--- src/sv/rau_pkg.sv ---
// ----------------------------------------------------------------------------
// rau_pkg
// shared constants, types and command/status structs of the rational unit
// ----------------------------------------------------------------------------
`default_nettype none

package rau_pkg;

  localparam int OPERAND_WIDTH = 32;
  localparam int NW = OPERAND_WIDTH;
  localparam int DW = OPERAND_WIDTH - 1;
  localparam int WW = 64;
  localparam int CW = 7;

  typedef enum logic [1:0] {
    OP_ADD = 2'd0,
    OP_SUB = 2'd1,
    OP_MUL = 2'd2,
    OP_DIV = 2'd3
  } op_t;

  typedef enum logic [3:0] {
    ST_IDLE,
    ST_GCD1,
    ST_LCM,
    ST_SCALE,
    ST_COMB,
    ST_GCD2,
    ST_RED,
    ST_OUT
  } state_t;

  // datapath micro-operations
  typedef enum logic [3:0] {
    DP_NONE,
    DP_LOAD,
    DP_GCD1_INIT,
    DP_DIV_STEP,
    DP_GCD_SWAP,
    DP_LCM_MUL,
    DP_LCM_DIV2,
    DP_SCALE_A,
    DP_SCALE_B,
    DP_COMB,
    DP_MULDIV,
    DP_GCD2_INIT,
    DP_RED_NUM,
    DP_RED_DEN,
    DP_FINISH
  } dp_cmd_t;

  typedef struct packed {
    dp_cmd_t cmd;
  } ctrl_t;

  typedef struct packed {
    logic err;
    logic is_addsub;
    logic div_done;
    logic rem_zero;
    logic mul_done;
  } stat_t;

endpackage

`default_nettype wire

--- src/sv/rational_arithmetic_unit.sv ---
// ----------------------------------------------------------------------------
// rational_arithmetic_unit
// adds, subtracts, multiplies or divides two fractions, reduced by gcd
// ----------------------------------------------------------------------------
// acceptance to out_valid: a flagged error goes straight to output; otherwise
//   the path runs through the euclid remainder steps, longer for add and
//   subtract than for multiply and divide; a step is a restoring division
//   plus a swap
// throughput: one transaction in flight, next one taken the cycle after output
// reset: synchronous active-low rst_n returns the sequencer to idle
`default_nettype none

module rational_arithmetic_unit (
  input  wire logic               clk,
  input  wire logic               rst_n,
  input  wire logic               in_valid,
  output logic                    in_ready,
  input  wire logic [1:0]         in_op,
  input  wire logic signed [31:0] in_a_num,
  input  wire logic [30:0]        in_a_den,
  input  wire logic signed [31:0] in_b_num,
  input  wire logic [30:0]        in_b_den,
  output logic                    out_valid,
  input  wire logic               out_ready,
  output logic signed [63:0]      out_res_num,
  output logic [61:0]             out_res_den,
  output logic                    out_div_error
);

  // command and status between sequencer and datapath
  rau_pkg::ctrl_t ctrl;
  rau_pkg::stat_t stat;

  rau_ctrl u_ctrl (
    .clk       (clk),
    .rst_n     (rst_n),
    .in_valid  (in_valid),
    .in_ready  (in_ready),
    .out_valid (out_valid),
    .out_ready (out_ready),
    .stat      (stat),
    .ctrl      (ctrl)
  );

  // result registers hold steady while the output transaction waits
  rau_datapath u_dp (
    .clk      (clk),
    .rst_n    (rst_n),
    .ctrl     (ctrl),
    .stat     (stat),
    .in_op    (in_op),
    .in_a_num (in_a_num),
    .in_a_den (in_a_den),
    .in_b_num (in_b_num),
    .in_b_den (in_b_den),
    .res_num  (out_res_num),
    .res_den  (out_res_den),
    .res_err  (out_div_error)
  );

endmodule

`default_nettype wire

--- src/sv/rau_datapath.sv ---
// ----------------------------------------------------------------------------
// rau_datapath
// operand registers, shared restoring divider and shift-add multiplier
// ----------------------------------------------------------------------------
`default_nettype none

module rau_datapath (
  input  wire logic                        clk,
  input  wire logic                        rst_n,
  input  wire rau_pkg::ctrl_t              ctrl,
  output rau_pkg::stat_t                   stat,
  input  wire logic [1:0]                  in_op,
  input  wire logic signed [31:0]          in_a_num,
  input  wire logic [30:0]                 in_a_den,
  input  wire logic signed [31:0]          in_b_num,
  input  wire logic [30:0]                 in_b_den,
  output logic signed [63:0]               res_num,
  output logic [61:0]                      res_den,
  output logic                             res_err
);

  localparam int WW = rau_pkg::WW;

  logic [1:0]     op_r;
  logic [WW-1:0]  an_r, bn_r, ad_r, bd_r;
  logic           err_r;
  // divider: dividend q_r, divisor d_r, remainder rem_r
  logic [WW-1:0]  q_r, d_r, rem_r;
  logic [rau_pkg::CW-1:0] cnt_r;
  // multiplier: mc_r * mp_r accumulated into acc_r, 32 steps
  logic [WW-1:0]  mc_r, acc_r;
  logic [31:0]    mp_r;
  logic [WW-1:0]  x_r;
  logic [WW-1:0]  left_r, num_r, den_r, g_r;
  logic           neg_r;
  logic           mul_on_r;
  logic [1:0]     mul_dst_r;

  localparam logic [1:0] MD_LCM = 2'd0;
  localparam logic [1:0] MD_LEFT = 2'd1;
  localparam logic [1:0] MD_RIGHT = 2'd2;
  localparam logic [1:0] MD_DEN = 2'd3;

  logic [WW-1:0] an_w, bn_w, ad_w, bd_w;
  logic [WW:0]   rem_sh;
  logic [WW-1:0] bmag;

  always_comb begin
    an_w = {{(WW-rau_pkg::NW){in_a_num[rau_pkg::NW-1]}}, in_a_num[rau_pkg::NW-1:0]};
    bn_w = {{(WW-rau_pkg::NW){in_b_num[rau_pkg::NW-1]}}, in_b_num[rau_pkg::NW-1:0]};
    ad_w = {{(WW-rau_pkg::DW){1'b0}}, in_a_den[rau_pkg::DW-1:0]};
    bd_w = {{(WW-rau_pkg::DW){1'b0}}, in_b_den[rau_pkg::DW-1:0]};
    rem_sh = {rem_r, q_r[WW-1]};
    bmag = bn_r[WW-1] ? (64'd0 - bn_r) : bn_r;
  end

  // a negative 32-bit multiplier value is handled by magnitude for divide and by a product correction for multiply
  always_ff @(posedge clk) begin
    if (!rst_n) begin
      cnt_r <= '0;
      mul_on_r <= 1'b0;
    end else begin
      if (mul_on_r) begin
        if (mp_r[0]) acc_r <= acc_r + mc_r;
        mc_r <= mc_r << 1;
        mp_r <= mp_r >> 1;
        cnt_r <= cnt_r + 1'b1;
        if (cnt_r == 7'd31) begin
          mul_on_r <= 1'b0;
        end
      end
      unique case (ctrl.cmd)
        rau_pkg::DP_LOAD: begin
          op_r <= in_op; an_r <= an_w; bn_r <= bn_w; ad_r <= ad_w; bd_r <= bd_w;
          err_r <= (ad_w == '0) || (bd_w == '0) ||
                   ((in_op == rau_pkg::OP_DIV) && (bn_w == '0));
        end
        rau_pkg::DP_GCD1_INIT: begin
          q_r <= ad_r; d_r <= bd_r; rem_r <= '0; cnt_r <= '0;
        end
        rau_pkg::DP_GCD2_INIT: begin
          neg_r <= num_r[WW-1];
          q_r <= num_r[WW-1] ? (64'd0 - num_r) : num_r;
          x_r <= num_r[WW-1] ? (64'd0 - num_r) : num_r;
          d_r <= den_r; rem_r <= '0; cnt_r <= '0;
        end
        rau_pkg::DP_DIV_STEP: begin
          if (rem_sh >= {1'b0, d_r}) begin
            rem_r <= rem_sh[WW-1:0] - d_r;
            q_r <= {q_r[WW-2:0], 1'b1};
          end else begin
            rem_r <= rem_sh[WW-1:0];
            q_r <= {q_r[WW-2:0], 1'b0};
          end
          cnt_r <= cnt_r + 1'b1;
        end
        rau_pkg::DP_GCD_SWAP: begin
          // remainder becomes new divisor; g_r tracks last nonzero divisor
          g_r <= d_r;
          q_r <= d_r; d_r <= rem_r; rem_r <= '0; cnt_r <= '0;
        end
        rau_pkg::DP_LCM_MUL: begin
          // start ad/g: reuse divider
          q_r <= ad_r; d_r <= g_r; rem_r <= '0; cnt_r <= '0;
        end
        rau_pkg::DP_LCM_DIV2: begin
          // keep ad/g and start bd/g
          x_r <= q_r;
          q_r <= bd_r; d_r <= g_r; rem_r <= '0; cnt_r <= '0;
        end
        rau_pkg::DP_SCALE_A: begin
          // x_r = ad/g, q_r = bd/g; left = an*(bd/g) ; right = bn*(ad/g)
          // lcm = (ad/g)*bd
          acc_r <= '0; mc_r <= an_r; mp_r <= q_r[31:0];
          mul_on_r <= 1'b1; cnt_r <= '0; mul_dst_r <= MD_LEFT;
        end
        rau_pkg::DP_SCALE_B: begin
          // previous product done; stash it and start next
          unique case (mul_dst_r)
            MD_LEFT: begin
              left_r <= acc_r;
              acc_r <= '0; mc_r <= bn_r; mp_r <= x_r[31:0]; mul_dst_r <= MD_RIGHT;
            end
            MD_RIGHT: begin
              num_r <= (op_r == rau_pkg::OP_ADD) ? left_r + acc_r : left_r - acc_r;
              acc_r <= '0; mc_r <= x_r; mp_r <= bd_r[31:0]; mul_dst_r <= MD_LCM;
            end
            MD_LCM: begin
              den_r <= acc_r; mul_dst_r <= MD_DEN;
            end
            default: begin
              den_r <= acc_r;
            end
          endcase
          mul_on_r <= (mul_dst_r == MD_LEFT) || (mul_dst_r == MD_RIGHT);
          cnt_r <= '0;
        end
        rau_pkg::DP_MULDIV: begin
          // mul: num=an*bn, den=ad*bd ; div: num=+-an*bd, den=ad*|bn|
          if (op_r == rau_pkg::OP_MUL) begin
            mc_r <= an_r; mp_r <= bn_r[31:0];
          end else begin
            mc_r <= bn_r[WW-1] ? (64'd0 - an_r) : an_r; mp_r <= bd_r[31:0];
          end
          acc_r <= '0; mul_on_r <= 1'b1; cnt_r <= '0; mul_dst_r <= MD_LEFT;
        end
        rau_pkg::DP_COMB: begin
          unique case (mul_dst_r)
            MD_LEFT: begin
              // bn may be negative for mul: acc = an*low32(bn) mod 2^64 ; fix
              if (op_r == rau_pkg::OP_MUL && bn_r[WW-1])
                num_r <= acc_r - (an_r << 32);
              else
                num_r <= acc_r;
              acc_r <= '0; mc_r <= ad_r;
              mp_r <= (op_r == rau_pkg::OP_MUL) ? bd_r[31:0] : bmag[31:0];
              mul_dst_r <= MD_DEN;
            end
            default: begin
              den_r <= acc_r;
            end
          endcase
          mul_on_r <= (mul_dst_r == MD_LEFT);
          cnt_r <= '0;
        end
        rau_pkg::DP_RED_NUM: begin
          q_r <= x_r; d_r <= g_r; rem_r <= '0; cnt_r <= '0;
        end
        rau_pkg::DP_RED_DEN: begin
          num_r <= neg_r ? (64'd0 - q_r) : q_r;
          q_r <= den_r; d_r <= g_r; rem_r <= '0; cnt_r <= '0;
        end
        rau_pkg::DP_FINISH: begin
          den_r <= q_r;
        end
        default: begin
        end
      endcase
    end
  end

  always_comb begin
    stat.err = err_r;
    stat.is_addsub = (op_r == rau_pkg::OP_ADD) || (op_r == rau_pkg::OP_SUB);
    stat.div_done = (cnt_r == 7'd64);
    stat.rem_zero = (d_r == '0);
    stat.mul_done = !mul_on_r;
    res_num = err_r ? 64'sd0 : $signed(num_r);
    res_den = err_r ? 62'd1 : den_r[61:0];
    res_err = err_r;
  end

endmodule

`default_nettype wire

--- src/sv/rau_ctrl.sv ---
// ----------------------------------------------------------------------------
// rau_ctrl
// sequencer issuing datapath commands for one transaction at a time
// ----------------------------------------------------------------------------
`default_nettype none

module rau_ctrl (
  input  wire logic           clk,
  input  wire logic           rst_n,
  input  wire logic           in_valid,
  output logic                in_ready,
  output logic                out_valid,
  input  wire logic           out_ready,
  input  wire rau_pkg::stat_t stat,
  output rau_pkg::ctrl_t      ctrl
);

  rau_pkg::state_t state_r, state_nxt;
  logic [1:0] ph_r, ph_nxt;

  always_ff @(posedge clk) begin
    if (!rst_n) begin
      state_r <= rau_pkg::ST_IDLE;
      ph_r <= '0;
    end else begin
      state_r <= state_nxt;
      ph_r <= ph_nxt;
    end
  end

  always_comb begin
    state_nxt = state_r;
    ph_nxt = ph_r;
    ctrl.cmd = rau_pkg::DP_NONE;
    in_ready = 1'b0;
    out_valid = 1'b0;
    unique case (state_r)
      rau_pkg::ST_IDLE: begin
        in_ready = 1'b1;
        if (in_valid) begin
          ctrl.cmd = rau_pkg::DP_LOAD;
          state_nxt = rau_pkg::ST_GCD1;
          ph_nxt = 2'd0;
        end
      end
      rau_pkg::ST_GCD1: begin
        // ph 0: init or start mul/div ; ph 1: euclid loop for gcd(ad,bd)
        if (stat.err) begin
          state_nxt = rau_pkg::ST_OUT;
        end else if (ph_r == 2'd0) begin
          ph_nxt = 2'd1;
          if (stat.is_addsub) begin
            ctrl.cmd = rau_pkg::DP_GCD1_INIT;
          end else begin
            ctrl.cmd = rau_pkg::DP_MULDIV;
            state_nxt = rau_pkg::ST_COMB;
            ph_nxt = 2'd0;
          end
        end else if (stat.rem_zero) begin
          ctrl.cmd = rau_pkg::DP_LCM_MUL;
          state_nxt = rau_pkg::ST_LCM;
          ph_nxt = 2'd0;
        end else if (stat.div_done) begin
          ctrl.cmd = rau_pkg::DP_GCD_SWAP;
        end else begin
          ctrl.cmd = rau_pkg::DP_DIV_STEP;
        end
      end
      rau_pkg::ST_LCM: begin
        // ph 0: ad/g ; ph 1: bd/g
        if (stat.div_done) begin
          if (ph_r == 2'd0) begin
            ctrl.cmd = rau_pkg::DP_LCM_DIV2;
            ph_nxt = 2'd1;
          end else begin
            ctrl.cmd = rau_pkg::DP_SCALE_A;
            state_nxt = rau_pkg::ST_SCALE;
            ph_nxt = 2'd0;
          end
        end else begin
          ctrl.cmd = rau_pkg::DP_DIV_STEP;
        end
      end
      rau_pkg::ST_SCALE: begin
        if (stat.mul_done) begin
          ctrl.cmd = rau_pkg::DP_SCALE_B;
          ph_nxt = ph_r + 2'd1;
          if (ph_r == 2'd2) begin
            state_nxt = rau_pkg::ST_GCD2;
            ph_nxt = 2'd0;
          end
        end
      end
      rau_pkg::ST_COMB: begin
        if (stat.mul_done) begin
          ctrl.cmd = rau_pkg::DP_COMB;
          ph_nxt = ph_r + 2'd1;
          if (ph_r == 2'd1) begin
            state_nxt = rau_pkg::ST_GCD2;
            ph_nxt = 2'd0;
          end else begin
            ph_nxt = 2'd1;
          end
        end
      end
      rau_pkg::ST_GCD2: begin
        // d starts at den (nonzero), so first swap leaves g = den if num 0
        if (ph_r == 2'd0) begin
          ctrl.cmd = rau_pkg::DP_GCD2_INIT;
          ph_nxt = 2'd1;
        end else if (stat.rem_zero) begin
          ctrl.cmd = rau_pkg::DP_RED_NUM;
          state_nxt = rau_pkg::ST_RED;
          ph_nxt = 2'd0;
        end else if (stat.div_done) begin
          ctrl.cmd = rau_pkg::DP_GCD_SWAP;
        end else begin
          ctrl.cmd = rau_pkg::DP_DIV_STEP;
        end
      end
      rau_pkg::ST_RED: begin
        if (stat.div_done) begin
          if (ph_r == 2'd0) begin
            ctrl.cmd = rau_pkg::DP_RED_DEN;
            ph_nxt = 2'd1;
          end else begin
            ctrl.cmd = rau_pkg::DP_FINISH;
            state_nxt = rau_pkg::ST_OUT;
          end
        end else begin
          ctrl.cmd = rau_pkg::DP_DIV_STEP;
        end
      end
      rau_pkg::ST_OUT: begin
        out_valid = 1'b1;
        if (out_ready) state_nxt = rau_pkg::ST_IDLE;
      end
      default: begin
        state_nxt = rau_pkg::ST_IDLE;
      end
    endcase
  end

endmodule

`default_nettype wire
--- config.mk ---
export PLATFORM = sky130hd
export DESIGN_NAME = rational_arithmetic_unit
export DESIGN_NICKNAME = d
export VERILOG_FILES = /design/src/sv/rau_pkg.sv /design/src/sv/rational_arithmetic_unit.sv /design/src/sv/rau_datapath.sv /design/src/sv/rau_ctrl.sv
export SDC_FILE = /design/constraint.sdc
export NUM_CORES = 2
export LEC_CHECK = 0
export BUFFER_PORTS_ARGS = -buffer_cell sky130_fd_sc_hd__buf_2
export CAP_MARGIN = 20
export CELL_PAD_IN_SITES_DETAIL_PLACEMENT = 2
export CELL_PAD_IN_SITES_GLOBAL_PLACEMENT = 2
export CORE_MARGIN = 4
export CORE_UTILIZATION = 41
export CTS_CLUSTER_SIZE = 12
export DETAILED_ROUTE_END_ITERATION = 10
export PLACE_DENSITY = 0.85
export SYNTH_ARGS = -nofsm -noshare
export SYNTH_HDL_FRONTEND = slang
export SYNTH_SLANG_ARGS = --single-unit
--- constraint.sdc ---
create_clock -name clk -period 12.65 [get_ports clk]
set_input_delay 1.265 -clock clk [delete_from_list [all_inputs] [get_ports clk]]
set_output_delay 1.265 -clock clk [all_outputs]
set_load 0.005 [all_outputs]
* Yosys cells after proc, flatten, opt, wreduce, memory -nomap -nowiden
Cells that the tools add are included.
** Storage, ports and cells
- Register bits :: 818
- Output and inout bits :: 129
- Input bits :: 132
** Operators by class
- Add/sub/neg operators :: 11
- Muxes and demuxes :: 93
- Eq/ne operators :: 51
- Reduce and logical (&&, ||, !) cells :: 42
- Magnitude comparators :: 1
** Operators with widths (count)
- 64-bit 2-to-1 mux :: 18
- 64-bit case mux with 3 select lines :: 3
- 64-bit case mux with 4 select lines :: 2
- 64-bit case mux with 7 select lines :: 1
- 64-bit case mux with 2 select lines :: 3
- 64-bit zero test :: 4
- 64-bit subtractor :: 3
- 32-bit 2-to-1 mux :: 5
- 64-bit adder :: 2
- 32-bit case mux with 4 select lines :: 1
- 1-bit by 64-bit subtractor with 64-bit output, first input constant :: 2
- 4-bit 2-to-1 mux :: 25
- 65-bit by 64-bit >= comparator with 1-bit output :: 1
- 32-bit case mux with 2 select lines :: 1
- 62-bit 2-to-1 mux :: 1
- 1-bit by 32-bit subtractor with 33-bit output, first input constant :: 1
- 4-bit by 3-bit equality test with 1-bit output, second input constant :: 8
- 4-bit case mux with 8 select lines :: 1
- 1-bit by 32-bit subtractor with 32-bit output, first input constant :: 1
- 4-bit equality test, second input constant :: 7
- 4-bit case mux with 7 select lines :: 1
- 2-bit 2-to-1 mux :: 13
- 2-bit inequality test, second input constant :: 13
- 4-bit by 2-bit equality test with 1-bit output, second input constant :: 4
- 35 further kinds :: 77

* Logic depth before layout (Yosys ltp)
- Depth in word-level cells :: 10
- Gate-level depth with buffers :: 26
- Gate-level depth less buffers :: 25

* Modules after synthesis
From an unflattened synthesis, not the netlist that was laid out.
** Unflattened totals
- Cells, all modules :: 6132
- Area total of the unflattened synthesis :: 57664.1 µm²
** Modules (own cells, without submodules)
- rau_datapath :: area each 57022.2 µm², times used 1, sequential area each 24303.3 µm², cells each 6038
- rau_ctrl :: area each 641.9 µm², times used 1, sequential area each 100.1 µm², cells each 94

* Worst setup path after synthesis
No wires, ideal clock.
- Path kind :: register -> register
- Start point :: register u_dp.d_r[47]
- End point :: register u_dp.ad_r[0] (enable)
- Arrival :: 10.833 ns
- Library setup time :: 0.775 ns
- Data required time :: 11.875 ns
- Path slack :: 1.042 ns
- Clock period less this slack :: 11.608 ns
- Buffers on the path :: 0
- Stages on the path, launching flop included :: 9
- Path through :: edfxtp_1 nor4_1 nand4_1 nor4_1 and4_1 nor4_4 inv_1 nand2_1 nor3_1
** Between the ends
- Longest elaborated chain between the ends :: 7
- Elaborated cells between the ends (all ways) :: 9
- Those cells by class :: eq/ne: 1; mux: 6; reduce/logical: 2
** Ends and longest elaborated chain
- start: declaration :: line rau_datapath.sv:28 : logic [WW-1:0] q_r, d_r, rem_r;
- start signal: assignment :: line rau_datapath.sv:79 : q_r <= ad_r; d_r <= bd_r; rem_r <= '0; cnt_r <= '0;
- start signal: assignment :: line rau_datapath.sv:85 : d_r <= den_r; rem_r <= '0; cnt_r <= '0;
- start signal: assignment :: line rau_datapath.sv:100 : q_r <= d_r; d_r <= rem_r; rem_r <= '0; cnt_r <= '0;
- 64-bit zero test (*) :: line rau_datapath.sv:186 : stat.rem_zero = (d_r == '0);
- 4-bit 2-to-1 mux :: line rau_ctrl.sv:59 : end else if (stat.rem_zero) begin
- 4-bit 2-to-1 mux :: line rau_ctrl.sv:50 : end else if (ph_r == 2'd0) begin
- 4-bit 2-to-1 mux :: line rau_ctrl.sv:48 : if (stat.err) begin
- 4-bit case mux with 7 select lines (*) :: line rau_ctrl.sv:37 : unique case (state_r)
- 4-bit by 1-bit equality test with 1-bit output (*) :: line rau_datapath.sv:72 : unique case (ctrl.cmd)
- 2-bit AND reduction (no source line) (*)
- end signal: assignment :: line rau_datapath.sv:74 : op_r <= in_op; an_r <= an_w; bn_r <= bn_w; ad_r <= ad_w; bd_r <= bd_w;
- end: declaration :: line rau_datapath.sv:25 : logic [WW-1:0] an_r, bn_r, ad_r, bd_r;
Mark *: on every way between the ends. The rest lies on a longest branch, timed or not.
A chain may end at the register's enable or synchronous reset.

* Final worst setup path
- Start point :: register u_dp.d_r[53]
- End point :: register u_dp.acc_r[59] (data pin)
** Between the ends
- Longest elaborated chain between the ends :: 8
- Elaborated cells between the ends (all ways) :: 13
- Those cells by class :: eq/ne: 4; mux: 7; reduce/logical: 2
** Ends and longest elaborated chain
- 64-bit zero test (*) :: line rau_datapath.sv:186
- 4-bit 2-to-1 mux :: line rau_ctrl.sv:59
- 4-bit 2-to-1 mux :: line rau_ctrl.sv:50
- 4-bit 2-to-1 mux :: line rau_ctrl.sv:48
- 4-bit case mux with 7 select lines (*) :: line rau_ctrl.sv:37
- 4-bit by 3-bit equality test with 1-bit output or 4-bit equality test (tied branches) :: line rau_datapath.sv:72
- 2-bit OR reduction (no source line)
- 64-bit case mux with 3 select lines (*) :: line rau_datapath.sv:72
- end signal: assignment :: line rau_datapath.sv:64 : if (mp_r[0]) acc_r <= acc_r + mc_r;
- end: declaration :: line rau_datapath.sv:31 : logic [WW-1:0] mc_r, acc_r;
Marks and branches as above.

==> results.yml <==
outcome:
  status: "finished, violations left"
  violations: "DRC"
route:
  wl_mm: 277.1
  first_iter_violations: 8303
  drt_pass1_iterations: 11
  wire_per_inst_um: 36.35
  antenna_left: 0
  remaining_drc_errors: 5
  vias: 53470
  post_drt_via_cell_ratio: 7.014
clock_tree:
  htreeDepth: 3
  cts_buffers: 99
  clock_latency_ns: 0.77
  clock_sinks: 817
  clockBufferDepth: 3
  cts-root-buf: "clkbuf_16"
  cts_tree: "built"
  ctsHoldBuffers: 0
  clkTransAtPathRegs_ns: 0.07
  cts_resized: 0
  post-cts-setup-buffers: 0
die:
  start_util_pct: 41.40
  die_w_um: 375.8
  rows: 134
  die_h_um: 375.8
  core_area_um2: 134000
  dieArea_um2: 141200
  pin_count: 261
logic_synthesis:
  syn_area_um2: 55460
  synth_area_leaders: "edfxtp_1, ha_1, a21oi_1"
  avgSynthCellArea_um2: 9.737
  seq_area_frac_synth_pct: 44.00
  synth_area_leader_cell: "edfxtp_1"
  syn-num-nets: 6064
  synth_top_area_share_pct: 43.53
  ys.flop_type: "edfxtp_1"
  yosysUniqueCellTypes: 88
  ys_warn_count: 0
  ys_ff_latch: 817
  synth_edf_count: 804
  synthCells: 5696
  synth-async-reset-ratio_pct: 0
critical_path:
  reg2reg_from: "u_dp.d_r[53]"
  required_ns: 13.12
  reg2reg_to: "u_dp.acc_r[59]"
  critPathMaxFanout: 62
  max_stage_delay_ns: 0.98
  cpMostUsedCell: "buf_4"
  end_kind: "flip-flop"
  cp.arrival_ns: 7.38
  critPathLaunch: "u_dp.d_r[53]"
  cp_cell_sequence: "nor4_1 -> nand4_1 -> nor4_1 -> inv_1 -> a22o_1 -> nor2_1 -> nand3_1 -> buf_4 -> nand2_1 -> nor3_1 -> nor3_2 -> buf_4 -> buf_4 -> nor4b_1 -> a211o_1"
  crit_path_end: "u_dp.acc_r[59]"
  r2r_cells: 15
  cp_slowest_cell: "nor4_1"
  rrSetupSlack_ns: 5.74
  worstSetupPathType: "reg2reg"
  cp-start-kind: "flip-flop"
timing:
  fin_tns_setup_ns: 0
  max_freq_mhz: 144.7
  setup_slack_ns: 5.740
  tightest_slew_ns: 1.148
  finalClockSkew_ns: 0.05603
  fin_crit_ns: 6.910
  timing.hold.ws_ns: 0.5491
  slew_headroom_pct: 23.45
  hold_viol: 0
  report.final.slew_viol_count: 0
  min_period_over_period_pct: 54.63
  rsz0062_at_grt: "false"
  finalSetupViolCount: 0
place:
  gp_congestion: 0.9912
  io_buffer_count: 260
  dp_slack_ns: 6.111
  dpl.hpwl_mm: 204.6
job:
  drv_cap: 0
cells_and_area:
  drive_above_1_share_pct: 10.96
  final_nets: 6132
  syn_to_final_growth_pct: 11.27
  post-route-util_pct: 46.07
global_route:
  gr-total-overflow: 0
  grt_max_degree: 132
  grt_usage_pct: 37.81
  antenna_found_initial: 42
  grt_pass1_wl_mm: 396.1
  grt_pass1_vias: 54516
power_and_ir_drop:
  switching_share_pct: 49.47
  ir_drop_mv: 0.1920
  p_switching_mw: 9.515
  p_int_mw: 9.718
  clkPwrFrac_pct: 15.7
  p_per_area_nw_per_um2: 311.7
  power.leakage_nw: 22.80
  p_comb_share_pct: 52.6
  seq_power_share_pct: 31.7
worst_hold_path:
  worstHoldPathType: "reg2reg"
  hold_path_depth: 2
==> synth_stat cells, types with 17 or more instances <==
cell type,number
nand4_1,84
a31oi_1,52
o31ai_1,63
a21oi_1,517
xor2_1,199
nor2b_1,158
inv_1,221
a21boi_0,23
o21a_1,17
buf_1,37
a22o_1,31
a22oi_1,77
clkbuf_1,323
o2111ai_1,28
o221ai_1,65
nor4_1,67
nor3_1,92
a222oi_1,154
o21ai_0,344
and2_1,20
nand2b_1,39
nand2_1,455
ha_1,232
edfxtp_1,804
mux2_2,86
xnor2_1,208
nand3_1,90
o211ai_1,50
o41ai_1,33
a21o_1,144
or3_1,43
and3_1,38
o21bai_1,42
mux2i_1,140
a211oi_1,74
nor2_1,423
or4_1,29
==> cell usage in the layout, fill, tap and decap left out, types with 29 or more instances in the layout <==
cell type / n
nor2b_1: 158
a211oi_1: 74
clkbuf_16: 101
buf_4: 78
edfxtp_1: 804
o21ai_0: 344
o31ai_1: 63
inv_1: 221
nand4_1: 84
nand3_1: 89
and3_1: 35
mux2i_1: 140
buf_2: 260
nor4_1: 67
nor2_1: 414
ha_1: 232
nand2b_1: 39
o21bai_1: 42
a22o_1: 31
mux2_2: 86
o41ai_1: 33
a22oi_1: 76
nand2_1: 454
or4_1: 29
a222oi_1: 154
nor3_1: 83
o221ai_1: 65
a31oi_1: 52
a21o_1: 144
o211ai_1: 50
xnor2_1: 208
or3_1: 42
a21oi_1: 515
xor2_1: 199
==> registers in the layout, summed over array words and instances (netlist names), 3 cells and up <==
signal	flops
u_dp.ad_r	31
u_dp.den_r	64
u_dp.rem_r	64
u_dp.mp_r	32
u_dp.mc_r	64
u_ctrl.state_r	3
u_dp.acc_r	64
u_dp.x_r	64
u_dp.g_r	64
u_dp.d_r	64
u_dp.bd_r	31
u_dp.left_r	64
u_dp.bn_r	32
u_dp.cnt_r	7
u_dp.num_r	64
u_dp.q_r	64
u_dp.an_r	32
==> per-stage QoR <==
stage / total power [mW] / std cells / area [um^2]
2_1_floorplan: 11.82 / 5696 / 55460
5_1_grt: 20.08 / 7615 / 61690
4_1_cts: 18.86 / 7614 / 61670
6_report: 19.23 / 7623 / 61710
3_5_place_dp: 15.65 / 7430 / 58390
3_3_place_gp: 15.00 / 7428 / 58370
==> logic make-up after synthesis <==
logic type	share of synthesized area [%]
adders and majority gates	5.378
xor gates and xnor gates	6.427
muxes	4.273
and+or+nand+nor	13.93
DFF	44.00
buffers and inverters	4.072
AOI/OAI and AO/OA	21.92
==> metal layers <==
layer	up-vias	wire (um)	GRT usage, %
li1	21868	-	-
met1	27343	107400	50.39
met2	3547	118400	56.07
met3	696	33900	10.17
met4	16	17290	20.05
met5	-	99	0.3774
==> power groups by stage <==
| stage | clock network, mW | logic, mW | registers (mW) |
|---|---|---|---|
| after floorplan | 0 | 6.81 | 5.01 |
| after global placement | 0 | 9.13 | 5.88 |
| after detailed placement | 0 | 9.70 | 5.96 |
| after CTS | 3.03 | 9.91 | 5.93 |
| after global routing | 3.14 | 10.9 | 6.05 |
| final | 3.03 | 10.1 | 6.10 |
==> how the worst min path moves through the flow <==
| stage | slack (ns) | from | to |
|---|---|---|---|
| floorplan | 0.42 | u_dp.acc_r[63] | u_dp.left_r[63] |
| global placement | 0.49 | u_dp.d_r[17] | u_dp.g_r[17] |
| detailed placement | 0.50 | u_dp.d_r[17] | u_dp.g_r[17] |
| CTS | 0.54 | u_dp.d_r[17] | u_dp.g_r[17] |
| global route | 0.56 | u_dp.d_r[17] | u_dp.g_r[17] |
| finish | 0.55 | u_dp.g_r[45] | u_dp.d_r[45] |
==> final cells by class <==
| class | count | area [um^2] |
|---|---|---|
| multi-input cells | 4283 | 29010 |
| inverters | 221 | 829.5 |
| clock inverters | 63 | 651.9 |
| repair buffers | 342 | 1951 |
| diodes | 8 | 20.02 |
| clock buffers | 121 | 2633 |
| fillers | 13960 | 72250 |
| well taps | 1768 | 2212 |
| flip-flops and latches | 817 | 24410 |
==> critical path: cells and delay by family, from the launching register on <==
kind	cells	cell delay (ns)
AO/OA/AOI/OAI	2	0.76
buffers and inverters	4	1.91
flip-flops	1	0.49
AND/OR/NAND/NOR	9	3.41
No activity file was read; power rests on OpenSTA's default activity.
